`config.mk`:
```
export PLATFORM = sky130hd
export DESIGN_NAME = touch_button_window_vote
export DESIGN_NICKNAME = d
export VERILOG_FILES = /design/src/rtl/tbwv_pkg.sv /design/src/rtl/touch_button_window_vote.sv
export SDC_FILE = /design/constraint.sdc
export NUM_CORES = 1
export LEC_CHECK = 0
export BUFFER_PORTS_ARGS = -buffer_cell sky130_fd_sc_hd__buf_2
export CAP_MARGIN = 10
export CELL_PAD_IN_SITES_DETAIL_PLACEMENT = 0
export CELL_PAD_IN_SITES_GLOBAL_PLACEMENT = 1
export CORE_ASPECT_RATIO = 0.8
export CORE_UTILIZATION = 45
export CTS_CLUSTER_SIZE = 14
export DETAILED_ROUTE_END_ITERATION = 8
export PLACE_DENSITY_LB_ADDON = 0.1
export SYNTH_ARGS = -nofsm -noshare
export SYNTH_HDL_FRONTEND = slang
export SYNTH_SLANG_ARGS = --single-unit
```
`constraint.sdc`:
```
create_clock -name clk -period 17.7 [get_ports clk]
set_input_delay 2.655 -clock clk [delete_from_list [all_inputs] [get_ports clk]]
set_output_delay 2.655 -clock clk [all_outputs]
set_load 0.03 [all_outputs]
```
`src/rtl/tbwv_pkg.sv`:
```
`timescale 1ns / 1ps
`default_nettype none
// ----------------------------------------------------------------------------
// tbwv_pkg
// Types and constants shared by the touch button window vote block.
// ----------------------------------------------------------------------------
package tbwv_pkg;

  localparam int ZONE_COUNT = 4;
  localparam int COORD_W    = 12;
  localparam int HIT_W      = 8;
  localparam int WIN_W      = 8;

  // zone spans are open intervals (base+NEAR, base+FAR)
  localparam logic [COORD_W:0] ZONE_NEAR = 13'd30;
  localparam logic [COORD_W:0] ZONE_FAR  = 13'd70;

  localparam logic [2:0] NO_BUTTON = 3'd4;
  localparam logic [3:0] ALL_LEDS  = 4'hF;

  // register indexes (byte address / 4)
  localparam logic [2:0] REG_LEFT_X   = 3'd0;
  localparam logic [2:0] REG_RIGHT_X  = 3'd1;
  localparam logic [2:0] REG_TOP_Y    = 3'd2;
  localparam logic [2:0] REG_BOTTOM_Y = 3'd3;
  localparam logic [2:0] REG_WINDOW   = 3'd4;

  localparam logic [COORD_W-1:0] LEFT_X_RST   = 12'd20;
  localparam logic [COORD_W-1:0] RIGHT_X_RST  = 12'd120;
  localparam logic [COORD_W-1:0] TOP_Y_RST    = 12'd10;
  localparam logic [COORD_W-1:0] BOTTOM_Y_RST = 12'd100;
  localparam logic [WIN_W-1:0]   WINDOW_RST   = 8'd20;

  typedef struct packed {
    logic [COORD_W-1:0] x_pos;
    logic [COORD_W-1:0] y_pos;
  } in_beat_t;

  typedef struct packed {
    logic [2:0] button;
    logic [3:0] led_mask;
  } out_beat_t;

endpackage : tbwv_pkg
`default_nettype wire

```
`src/rtl/touch_button_window_vote.sv`:
```
`timescale 1ns / 1ps
`default_nettype none
// Takes one touch sample per cycle when not stalled and, after every
// window_length samples, delivers one beat with the zone that collected
// the most hits (lower zone wins ties, 4 when nothing was hit) and its LED
// mask. An accepted sample waits in the input register, then classification,
// hit count update, window check and vote are done in a single pass into
// the output register: out_valid rises as the last sample of a window moves
// on; one sample can be taken every cycle while the output side keeps up.
// in_stall rises only when out_stall holds a finished beat and a sample waits.
// ----------------------------------------------------------------------------
// touch_button_window_vote
// Four-zone touch button classifier with windowed majority vote and
// an APB-style register port for zone placement and window length.
// ----------------------------------------------------------------------------
module touch_button_window_vote (
  input  wire logic               clk,
  input  wire logic               rst_n,
  // sample input
  input  wire logic               in_valid,
  output logic                    in_stall,
  input  wire tbwv_pkg::in_beat_t in_data,
  // vote output
  output logic                    out_valid,
  input  wire logic               out_stall,
  output tbwv_pkg::out_beat_t     out_data,
  // register port
  input  wire logic               psel,
  input  wire logic               penable,
  input  wire logic               pwrite,
  input  wire logic [4:0]         paddr,
  input  wire logic [31:0]        pwdata,
  output logic [31:0]             prdata,
  output logic                    pready
);
  import tbwv_pkg::*;

  // configuration
  logic [COORD_W-1:0] left_x_r, right_x_r, top_y_r, bottom_y_r;
  logic [WIN_W-1:0]   window_r;

  // input register
  logic     s1_valid_r;
  in_beat_t s1_data_r;

  // vote state
  logic [HIT_W-1:0] hits_r   [ZONE_COUNT];
  logic [HIT_W-1:0] hits_nxt [ZONE_COUNT];
  logic [WIN_W-1:0] sample_cnt_r, sample_cnt_nxt;

  // output register
  logic      out_valid_r;
  out_beat_t out_data_r;

  logic [2:0] reg_idx;
  logic       cfg_wr;
  logic       advance;
  logic       in_take;
  logic       decide;

  logic [1:0]            col_hit, row_hit;
  logic [ZONE_COUNT-1:0] zone_hit;
  logic [ZONE_COUNT-1:0] zone_first;
  logic [1:0]            best;
  out_beat_t             vote;

  // --------------------------------------------------------------------------
  // register port
  // --------------------------------------------------------------------------
  assign pready  = 1'b1;
  assign reg_idx = paddr[4:2];
  assign cfg_wr  = psel && penable && pwrite;

  always_comb begin
    unique case (reg_idx)
      REG_LEFT_X:   prdata = {20'd0, left_x_r};
      REG_RIGHT_X:  prdata = {20'd0, right_x_r};
      REG_TOP_Y:    prdata = {20'd0, top_y_r};
      REG_BOTTOM_Y: prdata = {20'd0, bottom_y_r};
      REG_WINDOW:   prdata = {24'd0, window_r};
      default:      prdata = 32'd0;
    endcase
  end

  always_ff @(posedge clk) begin
    if (!rst_n) begin
      left_x_r   <= LEFT_X_RST;
      right_x_r  <= RIGHT_X_RST;
      top_y_r    <= TOP_Y_RST;
      bottom_y_r <= BOTTOM_Y_RST;
      window_r   <= WINDOW_RST;
    end else if (cfg_wr) begin
      unique case (reg_idx)
        REG_LEFT_X:   left_x_r   <= pwdata[COORD_W-1:0];
        REG_RIGHT_X:  right_x_r  <= pwdata[COORD_W-1:0];
        REG_TOP_Y:    top_y_r    <= pwdata[COORD_W-1:0];
        REG_BOTTOM_Y: bottom_y_r <= pwdata[COORD_W-1:0];
        REG_WINDOW:   window_r   <= pwdata[WIN_W-1:0];
        default: ;
      endcase
    end
  end

  // --------------------------------------------------------------------------
  // handshake
  // --------------------------------------------------------------------------
  // the sample in s1 moves on whenever the output register is free this cycle
  assign advance  = s1_valid_r && (!out_valid_r || !out_stall);
  assign in_stall = s1_valid_r && !advance;
  assign in_take  = in_valid && !in_stall;

  // --------------------------------------------------------------------------
  // classify, count, vote
  // --------------------------------------------------------------------------
  // bounds are 13 bits wide so a zone near the top edge does not wrap
  always_comb begin
    col_hit[0] = ({1'b0, s1_data_r.x_pos} > ({1'b0, left_x_r} + ZONE_NEAR)) &&
                 ({1'b0, s1_data_r.x_pos} < ({1'b0, left_x_r} + ZONE_FAR));
    col_hit[1] = ({1'b0, s1_data_r.x_pos} > ({1'b0, right_x_r} + ZONE_NEAR)) &&
                 ({1'b0, s1_data_r.x_pos} < ({1'b0, right_x_r} + ZONE_FAR));
    row_hit[0] = ({1'b0, s1_data_r.y_pos} > ({1'b0, top_y_r} + ZONE_NEAR)) &&
                 ({1'b0, s1_data_r.y_pos} < ({1'b0, top_y_r} + ZONE_FAR));
    row_hit[1] = ({1'b0, s1_data_r.y_pos} > ({1'b0, bottom_y_r} + ZONE_NEAR)) &&
                 ({1'b0, s1_data_r.y_pos} < ({1'b0, bottom_y_r} + ZONE_FAR));
    for (int k = 0; k < ZONE_COUNT; k++) begin
      zone_hit[k] = col_hit[k % 2] && row_hit[k / 2];
    end
    // only the lowest zone hit counts
    zone_first = zone_hit & (~zone_hit + 4'd1);
  end

  always_comb begin
    sample_cnt_nxt = sample_cnt_r + 8'd1;
    decide         = (sample_cnt_nxt == window_r);
    for (int k = 0; k < ZONE_COUNT; k++) begin
      // saturate at full scale
      if (zone_first[k] && (hits_r[k] != {HIT_W{1'b1}})) begin
        hits_nxt[k] = hits_r[k] + 8'd1;
      end else begin
        hits_nxt[k] = hits_r[k];
      end
    end
    best = 2'd0;
    for (int k = 1; k < ZONE_COUNT; k++) begin
      if (hits_nxt[best] < hits_nxt[k]) begin
        best = 2'(k);
      end
    end
    if (hits_nxt[best] == '0) begin
      vote.button   = NO_BUTTON;
      vote.led_mask = ALL_LEDS;
    end else begin
      vote.button   = {1'b0, best};
      vote.led_mask = 4'b0001 << best;
    end
  end

  // --------------------------------------------------------------------------
  // registers
  // --------------------------------------------------------------------------
  always_ff @(posedge clk) begin
    if (!rst_n) begin
      s1_valid_r   <= 1'b0;
      out_valid_r  <= 1'b0;
      sample_cnt_r <= '0;
      for (int k = 0; k < ZONE_COUNT; k++) begin
        hits_r[k] <= '0;
      end
    end else begin
      if (in_take) begin
        s1_valid_r <= 1'b1;
      end else if (advance) begin
        s1_valid_r <= 1'b0;
      end

      if (advance) begin
        out_valid_r <= decide;
        if (decide) begin
          sample_cnt_r <= '0;
          for (int k = 0; k < ZONE_COUNT; k++) begin
            hits_r[k] <= '0;
          end
        end else begin
          sample_cnt_r <= sample_cnt_nxt;
          for (int k = 0; k < ZONE_COUNT; k++) begin
            hits_r[k] <= hits_nxt[k];
          end
        end
      end else if (out_valid_r && !out_stall) begin
        out_valid_r <= 1'b0;
      end
    end
  end

  always_ff @(posedge clk) begin
    if (in_take) begin
      s1_data_r <= in_data;
    end
    if (advance && decide) begin
      out_data_r <= vote;
    end
  end

  assign out_valid = out_valid_r;
  assign out_data  = out_data_r;

  // --------------------------------------------------------------------------
  // assertions
  // --------------------------------------------------------------------------
  a_led_matches_button: assert property (@(posedge clk) disable iff (!rst_n)
    out_valid_r |->
      ((out_data_r.button == NO_BUTTON) && (out_data_r.led_mask == ALL_LEDS)) ||
      ((out_data_r.button < NO_BUTTON) &&
       (out_data_r.led_mask == (4'b0001 << out_data_r.button[1:0]))))
    else $error("led mask does not match button");

  a_clear_after_vote: assert property (@(posedge clk) disable iff (!rst_n)
    (advance && decide) |=> (sample_cnt_r == '0) && (hits_r[0] == '0) &&
      (hits_r[1] == '0) && (hits_r[2] == '0) && (hits_r[3] == '0))
    else $error("counts not cleared after a vote");

  a_stall_only_when_full: assert property (@(posedge clk) disable iff (!rst_n)
    in_stall |-> (s1_valid_r && out_valid_r && out_stall))
    else $error("input stalled with a free output slot");

  a_result_from_sample: assert property (@(posedge clk) disable iff (!rst_n)
    $rose(out_valid_r) |-> $past(advance && decide))
    else $error("result appeared without a processed sample");

endmodule : touch_button_window_vote
`default_nettype wire
```
# --- Yosys cells after proc, flatten, opt, wreduce, memory -nomap -nowiden ---
# Memory sizes are Yosys's and may differ from the RTL's.
# Index checks and enable logic that the tools add are counted.
totals:
  reg_bits: 97
  mem_bits_rw: 32
  out_inout_bits: 42
  wordCells: 138
  mem_count: 1
mem_list:
  columns: ["memory", "depth", "width", "rd", "rd_clocked_by_memory_dff", "wr", "line_no", "source"]
  rows:
  - ["hits_r", 4, 8, 4, 0, 4, "touch_button_window_vote.sv:47", "logic [HIT_W-1:0] hits_r [ZONE_COUNT];"]
classes:
  n_addsub: 14
  order_cmp: 14
  n_eq_ne: 9
  shifts: 1
  muxes: 40
  bitwise: 13
  reduce_logical: 33
ops:
  columns: ["operator", "n"]
  rows:
  - ["$mux 8", 19]
  - ["$pmux 12 s5", 1]
  - ["$add 12x5->13 const B", 4]
  - ["$add 12x7->13 const B", 4]
  - ["$gt 12x13->1", 4]
  - ["$lt 12x13->1", 4]
  - ["$bmux 8 s2", 3]
  - ["$add 8x1->8 const B", 5]
  - ["$ne 8x8->1 const B", 4]
  - ["$lt 8x8->1", 3]
  - ["$logic_and 1x1->1", 19]
  - ["$mux 1", 14]
  - ["$reduce_and 2->1", 5]
  - ["$ge 3x3->1 const B", 3]
  - ["$not 2->3", 3]
  - ["$eq 8x8->1", 1]
  - ["$logic_not 8->1", 1]
  - ["$or 1x1->1", 8]
  - ["$mux 7", 1]
  - ["$eq 3x2->1 const B", 2]
  - ["$add 4x1->4 const B", 1]
  - ["$and 4x4->4", 1]
  - ["$logic_not 1->1", 4]
  - ["$mux 2", 2]
  - ["other kinds (7)", 8]

# --- Longest topological paths before layout ---
# Gate-level depths: netlist of run 1.
depth:
  depth_word: 29
  depth_mapped: 49
  depth_no_buf: 46

# --- Worst setup path before layout of run 1 ---
# OpenSTA, ideal clock, no wires.
synth_path:
  kind: "reg2reg"
  start: "register top_y_r[1]"
  end: "register out_data_r, in the netlist out_data[5] (data pin)"
  setup_time_ps: 255
  arrival_time_ps: 8601
  path_slack_ps: 8844
  stages_incl_launch_ff: 46
  n_path_buf: 3
  synth_period_minus_slack_ps: 8856
  cell_sequence: "dfxtp_1 -> inv_1 -> ha_1 -> nor2_1 -> a21oi_1 -> nor2_1 -> xnor2_1 -> ha_1 -> and3_1 -> o2111ai_1 -> o211ai_1 -> o22a_1 -> or4_1 -> buf_4 -> nor4_1 -> nand3_1 -> xor2_1 -> ha_1 -> [... 10 more ...] -> a21o_1 -> a2111oi_0 -> nor2_1 -> a21oi_1 -> o21ai_0 -> mux2_4 -> clkbuf_1 -> nand2_1 -> o21ai_0 -> ha_1 -> a21oi_1 -> nor2b_1 -> o21ai_0 -> nand2_1 -> nor2_1 -> a21oi_1 -> or2_1 -> and3_1"
synth_between:
  elab_chain_cells: 28
synth_lines:
  columns: ["item", "line_no", "source"]
  rows:
  - ["start: declaration", "touch_button_window_vote.sv:39", "logic [COORD_W-1:0] left_x_r, right_x_r, top_y_r, bottom_y_r;"]
  - ["start signal: assignment", "touch_button_window_vote.sv:96", "REG_TOP_Y: top_y_r <= pwdata[COORD_W-1:0];"]
  - ["$add 12x5->13 / $add 12x7->13 (equally long branches)", "touch_button_window_vote.sv:121, touch_button_window_vote.sv:122", null]
  - ["$gt 12x13->1 / $lt 12x13->1 (equally long branches)", "touch_button_window_vote.sv:121, touch_button_window_vote.sv:122", null]
  - ["$logic_and 1x1->1 (*)", "touch_button_window_vote.sv:121", "row_hit[0] = ({1'b0, s1_data_r.y_pos} > ({1'b0, top_y_r} + ZONE_NEAR)) &&"]
  - ["$logic_and 1x1->1", "touch_button_window_vote.sv:126", "zone_hit[k] = col_hit[k % 2] && row_hit[k / 2];"]
  - ["$not 4->4", "touch_button_window_vote.sv:129", "zone_first = zone_hit & (~zone_hit + 4'd1);"]
  - ["$add 4x1->4", "touch_button_window_vote.sv:129", null]
  - ["$and 4x4->4 (*)", "touch_button_window_vote.sv:129", null]
  - ["$logic_and 1x1->1", "touch_button_window_vote.sv:137", "if (zone_first[k] && (hits_r[k] != {HIT_W{1'b1}})) begin"]
  - ["[... 10 more ...]", null, null]
  - ["$bmux 8 s2", "touch_button_window_vote.sv:145", "if (hits_nxt[best] < hits_nxt[k]) begin"]
  - ["$mux 8 (implied by the code) (2 in a row)", "touch_button_window_vote.sv:145", null]
  - ["$lt 8x8->1", "touch_button_window_vote.sv:145", null]
  - ["$mux 2", "touch_button_window_vote.sv:145", null]
  - ["$not 2->3 (implied by the code)", "touch_button_window_vote.sv:149", "if (hits_nxt[best] == '0) begin"]
  - ["$bmux 8 s2", "touch_button_window_vote.sv:149", null]
  - ["$mux 8 (implied by the code) (2 in a row)", "touch_button_window_vote.sv:149", null]
  - ["$logic_not 8->1", "touch_button_window_vote.sv:149", null]
  - ["end signal: assignment", "touch_button_window_vote.sv:200", "out_data_r <= vote;"]
  - ["end: declaration", "touch_button_window_vote.sv:53", "out_beat_t out_data_r;"]
# Every way passes the cells marked *; elsewhere a longest branch is shown, timed or not. The select of a mux whose other input is x is not followed.
# A chain may end at the register's enable or synchronous reset.

==> metrics.md, run 1 <==
| Metric | Value |
|---|---|
| Largest family of logic cells by synthesized area | simple AND/OR/NAND/NOR gates |
| Comb power frac | a little over a fifth |
| Simple-Gate Fraction of Synth Area | 21.4% |
| Post-route ant nets | 0 |
| Drt drc | 0 |
| Worst Tran Pin Value | around 1.2 ns |
| Clock insertion delay at the later pin of the skew report | 0.42 ns |
| Outcome | complete, no violations |
| Sequential area share after synthesis | approximately 31% |
| Syn avg cell area | 8.66 um2 |
| Main synth FF type | dfxtp_1 |
| First-pass GRT wire length | between 40 and 50 mm |
| Longest Clk Path Bufs | 2 |
| Relative slew slack | 17.3% |
| Initial drt markers | 599 |
| Non-Filler Instances | 1517 |
| Mux contribution to synthesized area | 3.86% |
| Num ports | 110 |
| GR Util met3 | 4.42% |
| Die Y | 137 um |
| Top cell type's share of synthesized area | about 16% |
| Max-slew violations | 0 |
| Critical Path AT | 10.53 ns |
| Max-cap violations | 0 |
| Num CTS Buffers | 17 |
| Worst setup EP type | flop |
| CTS H-tree depth | 4 |
| Crit start category | flop |
| # hold bufs at CTS | 0 |
| Die Span X | around 170 um |
| Nets | 1386 |
| Grt met1 use | 35.4% |
| Drt wl/cell | 17.5 um |
| Core Box Area | 21900 um2 |
| Placed cell count | 1486 |
| Clock share of power | between 30% and 40% |
| Crit-path max FO | 17 |
| Post-Route WL | 26.5 mm |
| Post-CTS setup buffer count | 0 |
| Post-synth top area cell | edfxtp_1 |
| RSZ-0062 raised after global routing | false |
| Power per cell area | 74.7 nW/um2 |
| Leakage | 4.42 nW |
| Synth Area in Compound Gates | 15.3% |
| Initial antenna violation count | 0 |
| CP required | between 15 and 20 ns |
| Total gr overflow | 0 |
| Synth warn | 0 |
| Ant diodes | 0 |
| Layout cells sized above 1 | 10.6% |
| Power Internal | 0.000577 W |
| Initial Util | 46.7% |
| Total clock sinks | between 100 and 150 |
| Dpl hpwl | 20.1 mm |
| Clock skew | 0.0125 ns |
| DR vias | around 8300 |
| CP max-delay cell | or4_1 |
| Hold Crit Class | reg -> reg |
| Post-Synthesis Cells | 1182 |
| Largest net degree at the start of global routing | 73 |
| Drt pass-1 iters | 5 |
| Peak supply drop | a little over 0.06 mV |
| CTS root buf | clkbuf_16 |
| Final hold vios | 0 |
| GR peak layer | met1 |
| CP max stage delay | 0.90 ns |
| Crit Path Category | reg -> reg |
| CTS tree | done |
| Sequential power share | 40.9% |
| Cell Area, Synth | 10200 um2 |
| FFs w/ async S/R, synth | 0% |
| Switching power | about 0.00025 W |
| Gr usage total | a little under a quarter |
| Synth unique cells | between 70 and 80 |
| Buffers added on ports | 66 |
| Sw frac | 30.5% |
| Final period util | between 50% and 60% |
| Post-CTS sizing | 0 |
| Clock transition at path regs | approximately 0.060 ns |
| FP Rows | 48 |
| Final setup viols | 0 |
| Synth Area in Adders | 13.8% |
| Min cycle time layout | 10.35 ns |
| Post-synthesis register bit count | 129 |
| Vias per inst | ~5.5 |
| Synthesis-to-layout area growth | 8.64% |
| Max frequency | 0.0966 GHz |
| Number of global-route vias before repair | 7533 |
| Top post-synthesis cells by area | edfxtp_1 16%, dfxtp_1 14%, ha_1 14% |
| Number of synthesized flops with an enable pin | 55 |
| Fraction of synthesized cell area in xor and xnor cells | 9.67% |
| Final setup TNS | 0 ns |
| Most frequent CP cell | ha_1 |
| GR met2 Demand/Resource | 34.8% |
| Die area | 23400 um2 |
| Placer Congestion | 0.863 |
==> cell families (layout without fill, tap and decap cells) <==
group,Yosys count,count (layout)
xor+xnor,113,113
simple gates,455,455
mux,32,32
fa+ha+maj,113,113
flops,129,129
compound gates,223,223
other cells,2,21
buf+inv,115,131
==> sequential cells by signal (all words and copies together), names as in the netlist <==
| signal | cells |
|---|---|
| bottom_y_r | 12 |
| hits_r | 32 |
| left_x_r | 12 |
| out_data | 7 |
| out_valid | 1 |
| right_x_r | 12 |
| s1_data_r | 24 |
| s1_valid_r | 1 |
| sample_cnt_r | 8 |
| top_y_r | 12 |
| window_r | 8 |
==> worst max-delay path, delay by kind of cell (launching register included) <==
family | cells | cell delay [ns]
xor gates and xnor gates | 2 | 0.40
adders and majority gates | 5 | 1.47
AOI/OAI and AO/OA | 17 | 3.31
buffers and inverters | 2 | 0.22
DFF | 1 | 0.41
and+or+nand+nor | 15 | 3.46
muxes | 2 | 0.83
==> cells in the final DEF, fill, tap and decap left out, types with 4 or more instances in the layout <==
cell	synthesis	layout
nand4_1	20	20
nor2b_1	22	21
nor3_1	12	12
o2111ai_1	7	7
nand2_1	181	181
o22ai_1	11	11
conb_1	2	21
and2_1	8	8
nor2_1	91	91
nand2b_1	7	7
or2_2	4	4
mux2_2	5	5
edfxtp_1	55	55
buf_2	8	66
inv_1	31	31
a21oi_1	37	37
clkbuf_1	49	6
xor2_1	50	50
a21o_1	17	17
o21ai_0	44	44
and4_1	11	11
o211ai_1	9	9
nor4_1	10	9
ha_1	113	113
clkbuf_16	0	17
nand3_1	50	50
dfxtp_1	74	74
a22oi_1	16	16
xnor2_1	63	63
mux2i_1	20	20
a21boi_0	38	38
a211oi_1	8	8
and3_1	19	19
clkinv_2	0	5
mux4_2	5	5
==> power groups by stage <==
| stage | registers (W) | clock network (W) | logic (W) |
|---|---|---|---|
| after floorplan | 0.000338 | 0 | 0.000142 |
| after global placement | 0.000346 | 0 | 0.000176 |
| after detailed placement | 0.000346 | 0 | 0.000178 |
| after CTS | 0.000339 | 0.000318 | 0.000179 |
| after global routing | 0.000341 | 0.000330 | 0.000202 |
| final | 0.000339 | 0.000312 | 0.000179 |
==> metrics by stage <==
step | setup slack, ns | utilization (%) | area [um2] | hold WS [ns] | power, W
final | 7.35 | 50.7 | 11100 | 0.472 | 0.000830
after global routing | 6.46 | 50.7 | 11100 | 0.528 | 0.000873
after CTS | 7.42 | 50.7 | 11100 | 0.473 | 0.000836
after detailed placement | 7.41 | 48.5 | 10600 | 0.465 | 0.000524
after global placement | 7.47 | 48.5 | 10600 | 0.457 | 0.000522
after floorplan | 8.84 | - | 10300 | 0.446 | 0.000480
==> path summary, 6_finish.rpt <==
kind                    from         endpoint  slack [ns]  cells past startpoint
max               top_y_r[1]      out_data[5]        7.35                     43
min          sample_cnt_r[1]  sample_cnt_r[1]        0.47                      2
min reg2reg  sample_cnt_r[1]  sample_cnt_r[1]        0.47                      2
max reg2reg       top_y_r[1]      out_data[5]        7.35                     43
==> metal layers <==
| metal | wire, um | vias up | part of all wire [%] |
|---|---|---|---|
| li1 | - | 4249 | - |
| met1 | 14000 | 3859 | 53 |
| met2 | 10900 | 183 | 41 |
| met3 | 1310 | 25 | 4.9 |
| met4 | 363 | 0 | 1.4 |
| met5 | 0 | - | 0 |
==> synth_stat cells (8+ instances only) <==
cell and count:
nand2_1 181, ha_1 113, nor2_1 91, dfxtp_1 74
xnor2_1 63, edfxtp_1 55, nand3_1 50, xor2_1 50
clkbuf_1 49, o21ai_0 44, a21boi_0 38, a21oi_1 37
inv_1 31, buf_4 24, nor2b_1 22, mux2i_1 20
nand4_1 20, and3_1 19, a21o_1 17, a22oi_1 16
nor3_1 12, and4_1 11, o22ai_1 11, nor4_1 10
o211ai_1 9, a211oi_1 8, and2_1 8, buf_2 8
==> layout make-up <==
| class | count | area (um2) |
|---|---|---|
| fillers | 2109 | 10800 |
| multi-input cells | 957 | 6640 |
| flip-flops and latches | 129 | 3130 |
| clock buffers | 24 | 462 |
| well taps | 300 | 375 |
| repair buffers | 69 | 353 |
| inverters | 31 | 116 |
| clock inverters | 7 | 37.5 |
Power figures use the tool's default switching activity.
==> run 2, diff against run 1 <==
--- a/config.mk
+++ b/config.mk
@@ -5,12 +5,13 @@
 export SDC_FILE = /design/constraint.sdc
 export NUM_CORES = 1
 export LEC_CHECK = 0
+export ABC_AREA = 1
 export BUFFER_PORTS_ARGS = -buffer_cell sky130_fd_sc_hd__buf_2
 export CAP_MARGIN = 10
 export CELL_PAD_IN_SITES_DETAIL_PLACEMENT = 0
 export CELL_PAD_IN_SITES_GLOBAL_PLACEMENT = 1
 export CORE_ASPECT_RATIO = 0.8
-export CORE_UTILIZATION = 45
+export CORE_UTILIZATION = 44
 export CTS_CLUSTER_SIZE = 14
 export DETAILED_ROUTE_END_ITERATION = 8
 export PLACE_DENSITY_LB_ADDON = 0.1
==> constraint.sdc (replaced) <==
create_clock -name clk -period 10.8 [get_ports clk]
set_input_delay 1.62 -clock clk [delete_from_list [all_inputs] [get_ports clk]]
set_output_delay 1.62 -clock clk [all_outputs]
set_load 0.03 [all_outputs]
==> run 2 against run 1 <==
  * Sequential power rose by 61%
  * Global-route usage rose by 0.48 points
  * Largest power group is now the clock network
  * Synthesized cell count rose by 18%
  * Combinational power rose by 71%
  * Total power rose by 70%
  * Synthesized area rose by 0.87%
  * Clock power rose by 79%
  * Setup slack got worse by 5.4 ns
==> metrics.md, run 2 <==
| Metric | Value |
|---|---|
| Outcome | complete, no violations |
| Largest family of logic cells by synthesized area | simple AND/OR/NAND/NOR gates |
| CTS root buf | clkbuf_16 |
| Max-cap violations | 0 |
| Syn avg cell area | 7.41 um2 |
| Buffers added on ports | 66 |
| Post-synthesis register bit count | 129 |
| FP Rows | 49 |
| Non-Filler Instances | 1775 |
| CTS H-tree depth | 4 |
| Die Y | 139 um |
| Leakage | slightly above 5 nW |
| Number of global-route vias before repair | 8276 |
| Total clock sinks | between 100 and 150 |
| Fillcell total | 2289 |
| Main synth FF type | dfxtp_1 |
| Max frequency | 0.113 GHz |
| Final setup TNS | 0 ns |
| Ant diodes | 0 |
| CP max-delay cell | a211oi_1 |
| Routed wl met2 | 11.5 mm |
| Power per cell area | about 120 nW/um2 |
| Place WS | 1.98 ns |
| CTS tree | done |
| Top cell type's share of synthesized area | 16.0% |
| Post-route ant nets | 0 |
| Sequential area share after synthesis | 30.3% |
| Worst Tran Pin Value | around 1.1 ns |
| Mux contribution to synthesized area | 0.109% |
| Num CTS Buffers | 17 |
| Cell Area, Synth | 10300 um2 |
| Post-Synthesis Cells | between 1000 and 1500 |
| Synth warn | 0 |
| Post-CTS sizing | 0 |
| Die Span X | 173 um |
| Final period util | 82.1% |
| Biggest register | hits_r |
| Post-CTS setup buffer count | 0 |
| Final hold vios | 0 |
| Relative slew slack | around 30% |
| Worst setup EP type | flop |
| Clock skew | 0.0104 ns |
| Most common cell after layout, fill and taps aside | nand2_1 |
| Count leader, synth | nand2_1 |
| Synth unique cells | 50 |
| Synth Area in Compound Gates | 12.0% |
| Peak supply drop | approximately 0.12 mV |
| # hold bufs at CTS | 0 |
| CP required | 10.99 ns |
| Initial drt markers | 619 |
| Drt drc | 0 |
| Crit start category | flop |
| Post-Route WL | 28.6 mm |
| Clock insertion delay at the later pin of the skew report | 0.43 ns |
| RSZ-0062 raised after global routing | false |
| Met3 WL | 1.50 mm |
| Simple-Gate Fraction of Synth Area | 26.8% |
| Hold Crit Class | reg -> reg |
| Num ports | 110 |
| M1 wire length | ~15 mm |
| Fraction of synthesized cell area in xor and xnor cells | 7.63% |
| DR vias | 9111 |
| Setup slack, reg-to-reg | 1.93 ns |
| Total gr overflow | 0 |
| Layout cells sized above 1 | 10.9% |
| Max-slew violations | 0 |
| DR top layer | met4 |
| Top post-synthesis cells by area | edfxtp_1 16%, dfxtp_1 14%, ha_1 14% |
| Initial antenna violation count | 0 |
| Util after Layout | 50.3% |
| Placed cell count | 1742 |
| Max FFs per register | 32 |
| Drt pass-1 iters | 5 |
| Placer Congestion | 0.865 |
| Nets | around 1600 |
| Crit Path Category | reg -> reg |
| Synth Area in Adders | 13.7% |
| Largest net degree at the start of global routing | between 60 and 70 |
| Die area | 24100 um2 |
| Commonest cells after routing, fill and taps aside | 260 x nand2_1, 172 x inv_1, 169 x nor2_1, 113 x ha_1, 86 x o21ai_0 |
| Initial Util | approximately 45% |
| Gr usage total | between 20 and 25% |
| Synthesis-to-layout area growth | 10.8% |
| FFs w/ async S/R, synth | 0% |
| Most frequent CP cell | nand2_1 |
| Dpl hpwl | 22.8 mm |
| Vias per inst | 5.13 |
| Final setup viols | 0 |
| Synth cell count leaders | 260 x nand2_1, 172 x inv_1, 169 x nor2_1 |
| Drt wl/cell | 16.1 um |
| Clock transition at path regs | 0.06 ns |
| Post-synth top area cell | edfxtp_1 |
| Critical Path AT | around 9.1 ns |
| Longest Clk Path Bufs | 2 |
| Largest regs | hits_r x32, s1_data_r x24 |
| Core Box Area | ~23000 um2 |
| Fin worst setup slack | 1.93 ns |
| Number of synthesized flops with an enable pin | 55 |
| First-pass GRT wire length | about 45 mm |
| CP max stage delay | 0.73 ns |
| Crit-path max FO | 17 |
| Min cycle time layout | about 8.9 ns |
run 2: cell count changes after synthesis, sizes merged, moves of 30 or more:
cell,change
xnor2,-53
a21boi,-39
inv,+151
o21ai,+45
nor2,+92
nand3,+31
nand2,+102
a21oi,+40
xor2,+30
run 2: cell families after synthesis:
group           Yosys count
buf+inv                 231
xor+xnor                 90
flops                   129
compound gates          221
fa+ha+maj               113
other cells               2
mux                       1
simple gates            607
run 2: power breakdown:
| part | internal (W) | switching (W) | total [W] |
|---|---|---|---|
| Sequential | 0.000529 | 0.0000170 | 0.000546 |
| Combinational | 0.000102 | 0.000205 | 0.000306 |
| Clock | 0.000334 | 0.000226 | 0.000560 |
| Total | 0.000965 | 0.000448 | 0.00141 |
run 2: path summary, 6_finish.rpt:
kind,from,cells after the start,endpoint
hold reg to reg,sample_cnt_r[6],2,sample_cnt_r[6]
setup / recovery,top_y_r[1],46,out_data[4]
setup reg to reg,top_y_r[1],46,out_data[4]
hold / removal,sample_cnt_r[6],2,sample_cnt_r[6]
run 2: cell type report:
| class | count | area, um2 | share of cell area (%) |
|---|---|---|---|
| sequential | 129 | 3130 | 27.4 |
| clock buffer | 22 | 475 | 4.16 |
| timing repair buffer | 71 | 368 | 3.22 |
| multi-input combinational | 1053 | 6310 | 55.1 |
| clock inverter | 10 | 82.6 | 0.722 |
| inverter | 184 | 691 | 6.04 |
| tap | 306 | 383 | 3.35 |
run 2: critical path: cells and delay by family, from the launching register on:
kind / cells / cell delay [ns]
flops: 1 / 0.36
buf+inv: 5 / 0.55
compound gates: 8 / 2.61
simple gates: 26 / 3.19
xor+xnor: 2 / 0.43
fa+ha+maj: 5 / 1.46
run 2: stage by stage:
stage	area (um2)	hold slack (ns)	total power [W]
after global routing	11400	0.529	0.00149
after global placement	10900	0.484	0.000857
after detailed placement	10900	0.491	0.000860
after floorplan	10400	0.458	0.000787
after CTS	11400	0.501	0.00142
final	11400	0.497	0.00141
run 2: per-layer routing:
metal,vias to the layer above,track usage (%)
li1,4737,-
met1,4142,37.7
met2,214,34.0
met3,18,4.11
met4,0,5.12
met5,-,0
